### src/hw/rtl/ple_pkg.sv
// ----------------------------------------------------------------------------
// ple_pkg: shared types and codes of the positional list engine
// Request and response payloads, operation and status codes, and the
// command that the core hands to every storage cell.
// ----------------------------------------------------------------------------
package ple_pkg;

   // operation codes of a request
   localparam logic [2:0] OP_READ      = 3'd0;
   localparam logic [2:0] OP_INSERT    = 3'd1;
   localparam logic [2:0] OP_REMOVE    = 3'd2;
   localparam logic [2:0] OP_POP_HEAD  = 3'd3;
   localparam logic [2:0] OP_POP_BACK  = 3'd4;
   localparam logic [2:0] OP_REVERSE   = 3'd5;

   // status codes of a response
   localparam logic [1:0] ST_OK    = 2'd0;
   localparam logic [1:0] ST_RANGE = 2'd1;
   localparam logic [1:0] ST_EMPTY = 2'd2;
   localparam logic [1:0] ST_FULL  = 2'd3;

   typedef struct packed {
      logic [2:0]  operation;
      logic [6:0]  position;
      logic [31:0] value_in;
   } ple_req_type;

   typedef struct packed {
      logic [31:0] value_out;
      logic [1:0]  status;
      logic [6:0]  entry_count;
   } ple_rsp_type;

   // shift command broadcast to the cell chain
   typedef struct packed {
      logic ins;   // open a gap at the target cell and write into it
      logic del;   // close the gap at the target cell
   } ple_cmd_type;

endpackage

### src/hw/rtl/ple_cell.sv
// ----------------------------------------------------------------------------
// ple_cell: one storage cell of the list chain
// Holds one data word. On insert the target takes the new word and the cells
// above it their left neighbor; on delete the target and the cells above it
// take their right neighbor. The target drives its word onto the read bus.
// ----------------------------------------------------------------------------
module ple_cell import ple_pkg::*; #(
   parameter int DATA_WIDTH = 32,
   parameter int IDX_W      = 6,
   parameter int INDEX      = 0
) (
   input  logic                  clock,
   input  ple_cmd_type           cmd,
   input  logic [IDX_W-1:0]      tgt,
   input  logic [DATA_WIDTH-1:0] wr_data,
   input  logic [DATA_WIDTH-1:0] left_data,
   input  logic [DATA_WIDTH-1:0] right_data,
   output logic [DATA_WIDTH-1:0] hold_data,
   output logic [DATA_WIDTH-1:0] rd_data
);

   localparam logic [IDX_W-1:0] MY_IDX = IDX_W'(INDEX);

   logic [DATA_WIDTH-1:0] cell_ff;
   logic [DATA_WIDTH-1:0] cell_in;
   logic                  at_tgt;
   logic                  above_tgt;

   assign at_tgt    = (MY_IDX == tgt);
   assign above_tgt = (MY_IDX > tgt);

   // shift by one place toward the back on insert, toward the front on delete
   always_comb begin
      cell_in = cell_ff;
      if (cmd.ins) begin
         if (at_tgt)         cell_in = wr_data;
         else if (above_tgt) cell_in = left_data;
      end else if (cmd.del) begin
         if (at_tgt || above_tgt) cell_in = right_data;
      end
   end

   always_ff @(posedge clock) begin
      cell_ff <= cell_in;
   end

   assign hold_data = cell_ff;
   assign rd_data   = at_tgt ? cell_ff : '0;

endmodule

### config.mk
export PLATFORM = sky130hd
export DESIGN_NAME = ple_cell
export DESIGN_NICKNAME = d
export VERILOG_FILES = /design/src/hw/rtl/ple_pkg.sv /design/src/hw/rtl/ple_cell.sv
export SDC_FILE = /design/constraint.sdc
export NUM_CORES = 1
export LEC_CHECK = 0
export BUFFER_PORTS_ARGS = -buffer_cell sky130_fd_sc_hd__buf_4
export CAP_MARGIN = 30
export CORE_MARGIN = 2
export CORE_UTILIZATION = 25
export CTS_BUF_LIST = sky130_fd_sc_hd__clkbuf_2 sky130_fd_sc_hd__clkbuf_4 sky130_fd_sc_hd__clkbuf_8
export DETAILED_ROUTE_END_ITERATION = 8
export GPL_ROUTABILITY_DRIVEN = 0
export SLEW_MARGIN = 40
export SYNTH_ARGS = -nofsm -noshare
export SYNTH_HDL_FRONTEND = slang
export SYNTH_SLANG_ARGS = --single-unit
### constraint.sdc
create_clock -name clock -period 5.2 [get_ports clock]
set_input_delay 1.04 -clock clock [delete_from_list [all_inputs] [get_ports clock]]
set_output_delay 1.04 -clock clock [all_outputs]
set_load 0.02 [all_outputs]
==> flow_metrics.py <==
metrics = {
    "yosys": {
        "yosysSeqAreaShare_pct": 46.7,
        "yosysWarningCount": 0,
        "synth_top_cells_by_count": "nor2_1, a31oi_1, and3_1, edfxtp_1, nand3_1",
        "avgSynthCellArea_sq_um": 9.22,
        "synthArstFlopShare_pct": 0,
        "synth.most_common_cell": "nor2_1",
        "synth_nets": 328,
        "netlist_instances": 223,
        "ys_types": 21,
        "synth-seq-cells": 32,
        "synth-main-ff-cell": "edfxtp_1",
        "synthTopCellsByArea": "edfxtp_1, a31oi_1, and3_1",
        "synth_top_area_share_pct": 46.7,
        "synth_top_area_cell": "edfxtp_1",
        "syn-cell-area_sq_um": 2060,
        "synth_edf_count": 32,
    },
    "setup_path": {
        "required_ns": 4.16,
        "slowest_delay_ns": 0.45,
        "cp_max_fo": 33,
        "critPathKind": "input port to output pin",
        "worstPathCellList": "buf_4 > nor2_4 > buf_8 > and3_1 > buf_4",
        "critPathSlowestCell": "nor2_4",
        "critPathCaptureType": "output pin",
        "critical-path-top-delay-family": "simple AND/OR/NAND/NOR gates",
        "path_buf_inv": 3,
        "crit_path_start_kind": "input port",
        "arrival_ns": 2.22,
        "crit_top_cell": "buf_4",
    },
    "detailed_routing": {
        "vias": 2323,
        "first_iter_violations": 127,
        "ant_nets": 0,
        "viasPerCell": 4.80,
        "drcViolationCount": 0,
        "wl_mm": 6.94,
        "drtPass1Iterations": 4,
        "post_drt_wl_per_cell_microns": 14.3,
    },
    "layout": {
        "layout.nets": 484,
        "diodes": 0,
        "largest_reg_flops": 32,
        "finish.utilization_pct": 41.9,
        "syn_to_final_growth_pct": 65.0,
        "drive_above_1_share_pct": 49.1,
    },
    "sta": {
        "drv_slew": 0,
        "rsz0062_at_grt": "false",
        "max_clock_freq_ghz": 0.306,
        "tightest_slew_ns": 0.646,
        "finalSetupTns_ns": 0,
        "finalCritPeriodShare_pct": 62.8,
        "setup-violations-final": 0,
        "final.min_clock_period_ns": 3.26,
        "slew_headroom_pct": 57.0,
        "hold_viol_final": 0,
        "hold_slack_ns": 1.11,
    },
    "global_route": {
        "grt_pass1_wl_mm": 10.1,
        "grt_usage_pct": 14.4,
        "grt_max_degree": 66,
        "gr-total-overflow": 0,
        "antenna_found_initial": 0,
        "grt_pass1_vias": 2047,
    },
    "job": {
        "max_cap_violations": 0,
    },
    "clock_tree": {
        "ctsLongestPathBuffers": 2,
        "h-tree-depth": 2,
        "cts_buffers": 5,
        "post_cts_buffers": 0,
        "cts-root-buf": "clkbuf_8",
        "ctsHoldBuffers": 0,
        "cts_resized": 0,
        "tritoncts": "built",
        "clk_pin_slew_ns": 0.07,
        "cts_sinks": 32,
    },
    "pwr": {
        "power.total_mw": 0.596,
        "p_per_area_nw_per_um2": 176,
        "power_leakage_nw": 1.55,
        "vdd_ir_drop_max_v": 0.0000766,
    },
    "die": {
        "die_w_microns": 94.7,
        "die_h_microns": 94.7,
        "io_pins": 169,
        "start_util_pct": 25.4,
        "num_rows": 33,
        "design.die.area_sq_um": 8960,
        "coreArea_sq_um": 8090,
    },
    "placement": {
        "dpl.hpwl_mm": 5.08,
        "io_buffers": 168,
    },
    "run_status": {
        "outcome": "completed",
    },
    "hold_path": {
        "hp-class": "input port to register",
    },
}
## report_power, final
part | switching, mW | leakage [nW] | internal, mW | total [mW]
clock network | 0.0860 | 0.0445 | 0.0961 | 0.182
logic | 0.0536 | 1.21 | 0.0703 | 0.124
registers | 0.00122 | 0.298 | 0.289 | 0.290
## placed cells by master (no fill, tap or decap)
cell	count
clkbuf_4	1
nor2_4	1
or4_4	1
o21ai_0	19
nand3_1	32
edfxtp_1	32
buf_8	1
o21ai_1	13
clkinv_2	1
buf_4	173
or2_2	1
nor2_1	33
nor4_4	1
a31oi_1	32
clkbuf_8	5
nor3_2	1
and3_1	32
## per-layer routing
metal / track usage, % / part of all wire [%]
met2: 26.1 / 52
met1: 17.5 / 40
met5: 0 / 0
met3: 2.79 / 7.5
met4: 3.26 / 0.79
## tightest hold or removal path: cells and delay by family
family          cells  cell delay [ns]
compound gates      1             0.12
buf+inv             1             0.08
simple gates        1             0.03
## per-stage QoR
| stage | cells | area [sq um] | setup slack (ns) |
|---|---|---|---|
| after floorplan | 223 | 2060 | 0.748 |
| after global placement | 476 | 3300 | 1.68 |
| after detailed placement | 477 | 3310 | 1.92 |
| after CTS | 484 | 3390 | 1.92 |
| after global routing | 484 | 3390 | 1.85 |
| final | 484 | 3390 | 1.94 |
## logic make-up after synthesis
logic type / Yosys count / share of synthesized area (%)
buffers and inverters: 25 / 9.86
and+or+nand+nor: 102 / 25.9
AOI/OAI and AO/OA: 64 / 17.5
DFF: 32 / 46.7
## final cells by class
| type | count | area (sq um) |
|---|---|---|
| clock inverter | 1 | 5.00 |
| clock buffer | 6 | 76.3 |
| tap | 105 | 131 |
| multi-input combinational | 166 | 905 |
| timing repair buffer | 174 | 1310 |
| sequential | 32 | 961 |
| fill | 836 | 4700 |
## worst paths after layout
kind                                  end           start  cells past startpoint
hold / removal    hold_data[31]$_DFFE_PP_  right_data[31]                      3
setup / recovery              rd_data[23]          tgt[1]                      5
Note: power is estimated with default switching activity, not from simulation.
